## src/rtl/uds_pkg.sv

```systemverilog
// package with payload types, codes and constants of the uds client engine
`default_nettype none
package uds_pkg;

  typedef struct packed {
    logic [1:0]  kind;
    logic [7:0]  data_byte;
    logic        last_byte;
    logic [63:0] now_us;
  } uds_in_t;

  typedef struct packed {
    logic [3:0]  result_code;
    logic [2:0]  client_state;
    logic [7:0]  negative_code;
    logic [6:0]  session_type;
    logic [7:0]  reply_sid;
    logic [11:0] response_data_length;
  } uds_out_t;

  typedef enum logic [1:0] {
    KIND_REQ   = 2'd0,
    KIND_RSP   = 2'd1,
    KIND_TICK  = 2'd2,
    KIND_RESET = 2'd3
  } kind_e;

  typedef enum logic [2:0] {
    PH_IDLE = 3'd0,
    PH_WAIT = 3'd1,
    PH_PEND = 3'd2,
    PH_DONE = 3'd3,
    PH_FAIL = 3'd4
  } phase_e;

  typedef enum logic [3:0] {
    R_OK          = 4'd0,
    R_COMPLETE    = 4'd1,
    R_WAITING     = 4'd2,
    R_PENDING     = 4'd3,
    R_NEGATIVE    = 4'd4,
    R_INVALID     = 4'd5,
    R_MALFORMED   = 4'd6,
    R_UNEXPECTED  = 4'd7,
    R_BUSY        = 4'd8,
    R_TIMEOUT     = 4'd9,
    R_FAILED      = 4'd10,
    R_UNSUPPORTED = 4'd11
  } result_e;

  typedef enum logic [0:0] {
    CFG_RSP_TIMEOUT  = 1'b0,
    CFG_PEND_TIMEOUT = 1'b1
  } cfg_idx_e;

  localparam logic [7:0] SVC_SESSION = 8'h10;
  localparam logic [7:0] SVC_TESTER  = 8'h3e;
  localparam logic [7:0] SVC_RDBI    = 8'h22;
  localparam logic [7:0] SVC_NEG     = 8'h7f;
  localparam logic [7:0] SVC_MAX     = 8'hbf;
  localparam logic [7:0] POS_OFFSET  = 8'h40;
  localparam logic [7:0] NRC_PENDING = 8'h78;
  localparam logic [31:0] P2_SCALE   = 32'd1000;
  localparam logic [31:0] P2S_SCALE  = 32'd10000;
  localparam logic [31:0] RSP_TIMEOUT_RST  = 32'd50000;
  localparam logic [31:0] PEND_TIMEOUT_RST = 32'd5000000;

endpackage
`default_nettype wire

```

## src/rtl/uds_pdu_asm.sv

```systemverilog
// pdu assembler: byte count, first byte and captured bytes per transaction
`default_nettype none
module uds_pdu_asm #(
  parameter int unsigned MaxPduBytes = 4095
) (
  input  wire logic                       clk_i,
  input  wire logic                       rst_ni,
  input  wire logic                       en_i,
  input  wire uds_pkg::uds_in_t           in_i,
  output logic [$clog2(MaxPduBytes+1)-1:0] cnt_o,
  output logic [7:0]                      first_o,
  output logic [4:0][7:0]                 cap_o
);
  import uds_pkg::*;

  localparam int unsigned CW = $clog2(MaxPduBytes + 1);
  localparam logic [CW-1:0] CntMax = CW'(MaxPduBytes);

  logic [CW-1:0]   cnt_q, cnt_d, base;
  logic            kind_q;
  logic [7:0]      first_q;
  logic [4:0][7:0] cap_q, cap_d;
  logic [7:0]      first_d;

  always_comb begin
    base = cnt_q;
    if (cnt_q != '0 && kind_q != in_i.kind[0]) base = '0;
    first_d = first_q;
    cap_d   = cap_q;
    if (base == '0) first_d = in_i.data_byte;
    for (int i = 0; i < 5; i++) begin
      if (base == CW'(i + 1)) cap_d[i] = in_i.data_byte;
    end
    cnt_d = (base < CntMax) ? base + CW'(1) : base;
  end

  assign cnt_o   = cnt_d;
  assign first_o = first_d;
  assign cap_o   = cap_d;

  always_ff @(posedge clk_i or negedge rst_ni) begin
    if (!rst_ni) begin
      cnt_q   <= '0;
      kind_q  <= 1'b0;
      first_q <= '0;
      cap_q   <= '0;
    end else if (en_i) begin
      if (in_i.kind == KIND_RESET) begin
        cnt_q   <= '0;
        first_q <= '0;
        cap_q   <= '0;
      end else if (in_i.kind != KIND_TICK) begin
        kind_q  <= in_i.kind[0];
        first_q <= first_d;
        cap_q   <= cap_d;
        cnt_q   <= in_i.last_byte ? '0 : cnt_d;
      end
    end
  end
endmodule
`default_nettype wire

```

## src/rtl/uds_client_transaction_engine_core.sv

```systemverilog
// top level of the uds client transaction engine
// results of tick, reset and pdu-ending transactions are registered into output or skid
// throughput: one input per cycle while the skid is empty, set by single-pass decode
// output register with skid: input stays ready until the skid also holds a result
// reset: asynchronous active low, client idle, timeouts 50000 and 5000000 us
`default_nettype none
module uds_client_transaction_engine_core #(
  parameter int unsigned MAX_PDU_BYTES = 4095
) (
  input  wire logic              clk_i,
  input  wire logic              rst_ni,
  input  wire logic              in_valid_i,
  output logic                   in_ready_o,
  input  wire uds_pkg::uds_in_t  in_data_i,
  output logic                   out_valid_o,
  input  wire logic              out_ready_i,
  output uds_pkg::uds_out_t      out_data_o,
  input  wire logic              cfg_valid_i,
  output logic                   cfg_ready_o,
  input  wire logic [0:0]        cfg_index_i,
  input  wire logic [31:0]       cfg_data_i
);
  import uds_pkg::*;

  localparam int unsigned CW = $clog2(MAX_PDU_BYTES + 1);

  logic            acc;
  logic [CW-1:0]   cnt;
  logic [7:0]      fb;
  logic [4:0][7:0] d;

  logic [31:0] init_rsp_q, init_pend_q;
  phase_e      ph_q, ph_d;
  result_e     fail_q, fail_d;
  logic [63:0] dl_q, dl_d;
  logic [7:0]  psvc_q, psvc_d, psub_q, psub_d;
  logic [15:0] pid_q, pid_d;
  logic        hsub_q, hsub_d, hid_q, hid_d;
  logic [31:0] rto_q, rto_d, pto_q, pto_d;
  logic [6:0]  sess_q, sess_d;

  logic        emit;
  uds_out_t    res;
  logic        ov_q, sv_q;
  uds_out_t    od_q, sd_q;

  assign in_ready_o  = !sv_q;
  assign cfg_ready_o = 1'b1;
  assign acc = in_valid_i && in_ready_o;

  uds_pdu_asm #(.MaxPduBytes(MAX_PDU_BYTES)) u_asm (
    .clk_i, .rst_ni, .en_i(acc), .in_i(in_data_i),
    .cnt_o(cnt), .first_o(fb), .cap_o(d)
  );

  logic [64:0] sum_r, sum_p;
  logic [63:0] now;
  logic [15:0] p2, p2s;
  logic [CW-1:0] dlen;
  logic        svc_ok;

  assign now   = in_data_i.now_us;
  assign sum_r = {1'b0, now} + {33'b0, rto_q};
  assign sum_p = {1'b0, now} + {33'b0, pto_q};
  assign p2    = {d[1], d[2]};
  assign p2s   = {d[3], d[4]};
  assign dlen  = cnt - CW'(1);
  assign svc_ok = fb != 8'h00 && fb != SVC_NEG && fb <= SVC_MAX;

  always_comb begin
    ph_d = ph_q; fail_d = fail_q; dl_d = dl_q; psvc_d = psvc_q; psub_d = psub_q;
    pid_d = pid_q; hsub_d = hsub_q; hid_d = hid_q; rto_d = rto_q; pto_d = pto_q;
    sess_d = sess_q;
    emit = 1'b0;
    res = '0;
    res.result_code = R_OK;
    if (in_data_i.kind == KIND_TICK) begin
      emit = 1'b1;
      unique case (ph_q)
        PH_FAIL: res.result_code = fail_q;
        PH_IDLE: res.result_code = R_OK;
        PH_DONE: res.result_code = R_COMPLETE;
        default: begin
          if (now >= dl_q) begin
            ph_d = PH_FAIL; fail_d = R_TIMEOUT; dl_d = '0; res.result_code = R_TIMEOUT;
          end else res.result_code = R_WAITING;
        end
      endcase
    end else if (in_data_i.kind == KIND_RESET) begin
      emit = 1'b1;
      rto_d = init_rsp_q; pto_d = init_pend_q; sess_d = 7'd1; ph_d = PH_IDLE;
      fail_d = R_OK; dl_d = '0; psvc_d = '0; psub_d = '0; pid_d = '0;
      hsub_d = 1'b0; hid_d = 1'b0;
    end else if (in_data_i.last_byte) begin
      emit = 1'b1;
      if (in_data_i.kind == KIND_REQ) begin
        priority if (ph_q == PH_FAIL) res.result_code = R_FAILED;
        else if (ph_q == PH_WAIT || ph_q == PH_PEND) res.result_code = R_BUSY;
        else if (!svc_ok) res.result_code = R_INVALID;
        else begin
          dl_d = '0; psvc_d = '0; psub_d = '0; pid_d = '0; hsub_d = 1'b0; hid_d = 1'b0;
          res.result_code = R_OK;
          if (fb == SVC_SESSION) begin
            priority if (cnt != CW'(2)) res.result_code = R_MALFORMED;
            else if (d[0][7]) res.result_code = R_UNSUPPORTED;
            else if (d[0][6:0] == 7'd0) res.result_code = R_MALFORMED;
            else begin hsub_d = 1'b1; psub_d = {1'b0, d[0][6:0]}; end
          end else if (fb == SVC_TESTER) begin
            priority if (cnt != CW'(2)) res.result_code = R_MALFORMED;
            else if (d[0][7]) res.result_code = R_UNSUPPORTED;
            else if (d[0] != 8'h00) res.result_code = R_MALFORMED;
            else hsub_d = 1'b1;
          end else if (fb == SVC_RDBI) begin
            if (cnt != CW'(3)) res.result_code = R_UNSUPPORTED;
            else begin hid_d = 1'b1; pid_d = {d[0], d[1]}; end
          end
          if (res.result_code == R_OK) begin
            psvc_d = fb;
            dl_d = sum_r[64] ? '1 : sum_r[63:0];
            ph_d = PH_WAIT; fail_d = R_OK;
          end
        end
      end else begin
        result_e f;
        f = R_OK;
        priority if (ph_q == PH_FAIL) res.result_code = R_FAILED;
        else if (ph_q != PH_WAIT && ph_q != PH_PEND) res.result_code = R_UNEXPECTED;
        else if (now >= dl_q) f = R_TIMEOUT;
        else if (fb == SVC_NEG) begin
          priority if (cnt != CW'(3) || d[1] == 8'h00) f = R_MALFORMED;
          else if (d[0] != psvc_q) f = R_UNEXPECTED;
          else begin
            res.negative_code = d[1]; res.reply_sid = SVC_NEG;
            if (d[1] == NRC_PENDING) begin
              dl_d = sum_p[64] ? '1 : sum_p[63:0]; ph_d = PH_PEND;
              res.result_code = R_PENDING;
            end else begin
              ph_d = PH_DONE; dl_d = '0; res.result_code = R_NEGATIVE;
            end
          end
        end else if (fb != psvc_q + POS_OFFSET) f = R_UNEXPECTED;
        else begin
          if (hsub_q && psvc_q == SVC_SESSION) begin
            priority if (dlen != CW'(1) && dlen != CW'(5)) f = R_MALFORMED;
            else if (d[0] != psub_q) f = R_UNEXPECTED;
            else if (dlen == CW'(5) && (p2 == 16'd0 || p2s == 16'd0)) f = R_MALFORMED;
            else begin
              sess_d = d[0][6:0];
              if (dlen == CW'(5)) begin
                rto_d = 32'(p2 * P2_SCALE);
                pto_d = 32'(p2s * P2S_SCALE);
              end
            end
          end else if (hsub_q && psvc_q == SVC_TESTER) begin
            priority if (dlen != CW'(1)) f = R_MALFORMED;
            else if (d[0] != 8'h00) f = R_UNEXPECTED;
            else f = R_OK;
          end else if (hid_q && psvc_q == SVC_RDBI) begin
            priority if (dlen < CW'(2)) f = R_MALFORMED;
            else if ({d[0], d[1]} != pid_q) f = R_UNEXPECTED;
            else f = R_OK;
          end
          if (f == R_OK) begin
            res.reply_sid = fb;
            res.response_data_length = (dlen > CW'(4095)) ? 12'd4095 : 12'(dlen);
            ph_d = PH_DONE; dl_d = '0; res.result_code = R_COMPLETE;
          end
        end
        if (f != R_OK) begin
          sess_d = sess_q; rto_d = rto_q; pto_d = pto_q;
          ph_d = PH_FAIL; fail_d = f; dl_d = '0; res.result_code = f;
          res.negative_code = '0; res.reply_sid = '0;
          res.response_data_length = '0;
        end
      end
    end
    res.client_state = ph_d;
    res.session_type = sess_d;
  end

  always_ff @(posedge clk_i or negedge rst_ni) begin
    if (!rst_ni) begin
      init_rsp_q <= RSP_TIMEOUT_RST; init_pend_q <= PEND_TIMEOUT_RST;
      ph_q <= PH_IDLE; fail_q <= R_OK; dl_q <= '0; psvc_q <= '0; psub_q <= '0;
      pid_q <= '0; hsub_q <= 1'b0; hid_q <= 1'b0;
      rto_q <= RSP_TIMEOUT_RST; pto_q <= PEND_TIMEOUT_RST; sess_q <= 7'd1;
    end else begin
      if (cfg_valid_i) begin
        unique case (cfg_idx_e'(cfg_index_i))
          CFG_RSP_TIMEOUT:  init_rsp_q  <= cfg_data_i;
          CFG_PEND_TIMEOUT: init_pend_q <= cfg_data_i;
          default: ;
        endcase
      end
      if (acc) begin
        ph_q <= ph_d; fail_q <= fail_d; dl_q <= dl_d; psvc_q <= psvc_d;
        psub_q <= psub_d; pid_q <= pid_d; hsub_q <= hsub_d; hid_q <= hid_d;
        rto_q <= rto_d; pto_q <= pto_d; sess_q <= sess_d;
      end
    end
  end

  // output register plus skid
  always_ff @(posedge clk_i or negedge rst_ni) begin
    if (!rst_ni) begin
      ov_q <= 1'b0; sv_q <= 1'b0;
    end else begin
      if (ov_q && out_ready_i) begin
        ov_q <= sv_q || (acc && emit);
        sv_q <= 1'b0;
      end else if (acc && emit) begin
        if (ov_q) sv_q <= 1'b1;
        else ov_q <= 1'b1;
      end
    end
  end

  always_ff @(posedge clk_i) begin
    if (ov_q && out_ready_i) begin
      od_q <= sv_q ? sd_q : res;
    end else if (acc && emit) begin
      if (ov_q) sd_q <= res;
      else od_q <= res;
    end
  end

  assign out_valid_o = ov_q;
  assign out_data_o  = od_q;
endmodule
`default_nettype wire

```

## config.mk

```make
export PLATFORM = sky130hd
export DESIGN_NAME = uds_client_transaction_engine_core
export DESIGN_NICKNAME = d
export VERILOG_FILES = /design/src/rtl/uds_pkg.sv /design/src/rtl/uds_pdu_asm.sv /design/src/rtl/uds_client_transaction_engine_core.sv
export SDC_FILE = /design/constraint.sdc
export NUM_CORES = 2
export LEC_CHECK = 0
export BUFFER_PORTS_ARGS = -buffer_cell sky130_fd_sc_hd__buf_2
export CAP_MARGIN = 20
export CORE_ASPECT_RATIO = 1.75
export CORE_MARGIN = 2
export CORE_UTILIZATION = 35
export CTS_BUF_LIST = sky130_fd_sc_hd__clkbuf_4
export CTS_CLUSTER_DIAMETER = 50
export CTS_CLUSTER_SIZE = 20
export DETAILED_ROUTE_END_ITERATION = 7
export MAX_ROUTING_LAYER = met4
export PLACE_DENSITY_LB_ADDON = 0.3
export SETUP_SLACK_MARGIN = 0.02
export SKIP_LAST_GASP = 1
export SLEW_MARGIN = 10
export SYNTH_ARGS = -nofsm -noshare
export SYNTH_HDL_FRONTEND = slang
export SYNTH_SLANG_ARGS = --single-unit
```

## constraint.sdc

```tcl
create_clock -name clk_i -period 11.2 [get_ports clk_i]
set_clock_uncertainty 0.15 [all_clocks]
set_input_delay 0.56 -clock clk_i [delete_from_list [all_inputs] [get_ports clk_i]]
set_output_delay 0.56 -clock clk_i [all_outputs]
set_load 0.05 [all_outputs]
```

==> summary.md <==
| Metric | Value |
|---|---|
| Setup bufs post-CTS | 0 |
| Hold buffers post-CTS | 81 |
| Max-capacitance violation count | 0 |
| Post-CTS sizing | 0 |
| Syn Std Cell Area | 30500 um2 |
| Core Footprint | 86600 um2 |
| Die Ht | 395 um |
| Initial Utilization | 35.3% |
| Setup slack, reg-to-reg | 3220 ps |
| GR Util met3 | 2.55% |
| Synth unique cells | 103 |
| First-iteration detailed-routing DRC count | 1440 |
| PwrDens | 227 nW/um2 |
| Die W | 227 um |
| Max_slew headroom | 23.1% |
| Deepest clock path buffer count | 3 |
| Place WS | 2810 ps |
| Routed Antenna Nets | 0 |
| Post-synth EDFFs | 84 |
| Final Hold Vio Count | 0 |
| First-pass GRT wire length | 157000 um |
| RSZ-0062 raised after global routing | false |
| Wirelength per Cell | 21.5 um |
| Top Usage Layer GRT | met2 |
| Nets | 4021 |
| FF/Latch Area | 10100 um2 |
| Number of global-route vias before repair | 27000 |
| Critical Path Source | u_asm.kind_q |
| Root Driver | clkbuf_4 |
| Min Hold Slack | 136 ps |
| FF-to-FF path depth | 26 |
| Largest net degree at the start of global routing | 84 |
| Peak supply drop | 0.000110 V |
| Critical Path Source Type | flop |
| All-Layer GR Usage | 23.5% |
| Synth Area per Inst | 9.09 um2 |
| Met2 Use GR | 42.1% |
| Total global routing overflow | 0 |
| Final Cycle Share | 71.3% |
| Cts bufs inserted | 40 |
| Filler cells | 8950 |
| HP Class | in2reg |
| Die area | 89700 um2 |
| Post-synthesis cell count | 3357 |
| Yosys Warn Count | 0 |
| Static leakage | 15.5 nW |
| Clk slew on worst S/H paths | 190 ps |
| Share of layout cells above drive strength 1 | 13.4% |
| Shortest period the worst path allows | 7980 ps |
| Worst path arrival time | 8690 ps |
| CTS tree | built |
| Multi-input logic area | 18900 um2 |
| Critical path required time | 11900 ps |
| Final Util | 39.5% |
| R2r startpoint | u_asm.kind_q |
| Vias per cell | 5.53 |
| Fmax | 0.125 GHz |
| Synth Flop Type | dfrtp_1 |
| Commonest cells after routing, fill and taps aside | nand2_1 (320), inv_1 (284), ha_1 (277), dfrtp_1 (272), a21oi_1 (246) |
| HPWL after DPL | 77900 um |
| 1st-pass router iterations | 5 |
| Leading cell type in the layout, fill and taps excluded | nand2_1 |
| Placer Congestion | 0.940 |
| I/O pins | 158 |
| Total Routed Length | 102000 um |
| H-tree depth | 2 |
| Sink Count | 385 |
| Port Buffers | 156 |
| Synth Register Bits | 385 |
| Antenna violations before repair | 7 |
| Grt met1 use | 24.7% |
| Setup-failing EPs final | 0 |
| CP Capture Point | pto_q[26] |
| Fin. max-slew vios | 0 |
| Critical path peak fanout | 20 |
| Final Worst Setup Slack | 3220 ps |
| Crit end category | flop |
| Clock Latency Late Sink | 960 ps |
| Num rows | 143 |
| Worst Tran Pin Value | 1150 ps |
| Sequential element share of the synthesized area | 33.1% |
| Critical path class | reg2reg |
| Status | completed |
| Worst R2R End | pto_q[26] |
| Syn nets | 3839 |
| DRC viols | 0 |
| Post-Route Setup TNS | 0 ps |
| Routed vias | 26200 |
| Share of synthesized registers carrying an async set or reset | 78.2% |
| P&R area growth vs syn | 12.1% |
[flip-flops by register name, indices dropped and copies added, names as in the netlist, 12 cells and up]
name	count
init_rsp_q	32
out_data_o	42
pid_q	16
init_pend_q	32
rto_q	32
dl_q	64
pto_q	32
sd_q	42
u_asm.cnt_q	12
u_asm.cap_q	40
[power breakdown]
group / switching (mW) / leakage [nW] / total [mW] / internal, mW
clock network: 0.653 / 0.375 / 0.926 / 0.273
logic: 2.99 / 10.5 / 4.76 / 1.78
registers: 0.268 / 4.65 / 2.08 / 1.81
[layer usage]
metal | wire, um | vias up
met4 | 6600 | 0
met2 | 53500 | 695
met5 | 0 | -
met1 | 38000 | 12800
li1 | - | 12400
met3 | 3900 | 279
[final cells by class]
class / instances / area share (%)
Inverter: 285 / 3.13
Timing Repair Buffer: 292 / 5.93
Clock buffer: 43 / 0.944
Clock inverter: 31 / 1.10
Tap cell: 1160 / 4.24
Multi-Input combinational cell: 2535 / 55.1
Antenna cell: 7 / 0.0512
Sequential cell: 385 / 29.5
[through the flow]
step | std cells | total power, mW | area [um2]
6_report | 4738 | 7.77 | 34200
5_1_grt | 4737 | 8.44 | 34200
4_1_cts | 4728 | 7.83 | 34200
3_5_place_dp | 4573 | 6.84 | 32600
3_3_place_gp | 4573 | 6.80 | 32600
2_1_floorplan | 3357 | 5.43 | 30500
[kinds of logic (layout without fill, tap and decap cells)]
family / after synthesis / after routing / synth area share [%]
AO/OA/AOI/OAI: 937 / 937 / 20.1
XOR/XNOR: 147 / 147 / 4.22
adder cells (fa/ha/maj): 369 / 369 / 17.4
buffers and inverters: 437 / 651 / 5.57
flip-flops: 385 / 385 / 33.1
multiplexers: 135 / 135 / 4.83
other: 1 / 8 / 0.0123
AND/OR/NAND/NOR: 946 / 946 / 14.9
[worst min path at each step]
stage	startpoint	to	slack [ps]	cells past startpoint
6_report	in_data_i[69]	u_asm.cap_q[4]	140	3
5_1_grt	in_data_i[70]	pid_q[13]	100	3
4_1_cts	in_data_i[19]	dl_q[19]	30	5
3_5_place_dp	sess_q[0]	sess_q[0]	320	2
3_3_place_gp	init_pend_q[1]	pto_q[1]	310	2
2_1_floorplan	rst_ni	dl_q[0]	110	0
[worst max-delay path, stage by stage (launching register included)]
cell,delay (ps)
dfrtp_1,470
xnor2_1,140
buf_4,210
nand2_1,210
ha_1,490
inv_1,180
nor4_2,280
buf_4,240
mux2i_1,880
fa_1,560
inv_1,70
ha_1,110
inv_1,50
fa_1,530
inv_1,40
ha_1,260
inv_1,50
fa_1,500
inv_1,40
ha_1,370
and3_1,210
a221o_1,350
o41ai_1,510
o211ai_1,250
and3_1,210
o311ai_0,310
o21a_1,160
[synth_stat cells, drive strengths merged (10+ instances only)]
cell | instances | share of area (%)
a211o | 11 | 0.32
a211oi | 29 | 0.71
a21boi | 10 | 0.25
a21o | 71 | 1.7
a21oi | 248 | 4.1
a221o | 11 | 0.36
a221oi | 12 | 0.64
a22o | 16 | 0.46
a311oi | 10 | 0.29
a31o | 13 | 0.37
a31oi | 37 | 0.78
and2 | 26 | 0.53
and3 | 34 | 0.70
buf | 37 | 0.65
clkbuf | 115 | 1.4
dfrtp | 272 | 22
dfstp | 29 | 2.5
edfxtp | 84 | 8.3
fa | 91 | 6.0
ha | 278 | 11
inv | 284 | 3.5
mux2 | 75 | 2.8
mux2i | 60 | 2.1
nand2 | 325 | 4.0
nand2b | 33 | 0.68
nand3 | 99 | 1.6
nand4 | 40 | 0.84
nor2 | 209 | 2.6
nor2b | 17 | 0.35
nor3 | 66 | 1.1
nor4 | 28 | 0.71
o211ai | 24 | 0.61
o21a | 23 | 0.57
o21ai | 252 | 4.2
o21bai | 16 | 0.39
o22ai | 23 | 0.47
o31ai | 43 | 1.2
or2 | 13 | 0.27
or3 | 17 | 0.35
or4 | 12 | 0.32
xnor2 | 98 | 2.8
xor2 | 49 | 1.4
(Power assumes the default switching activity.)
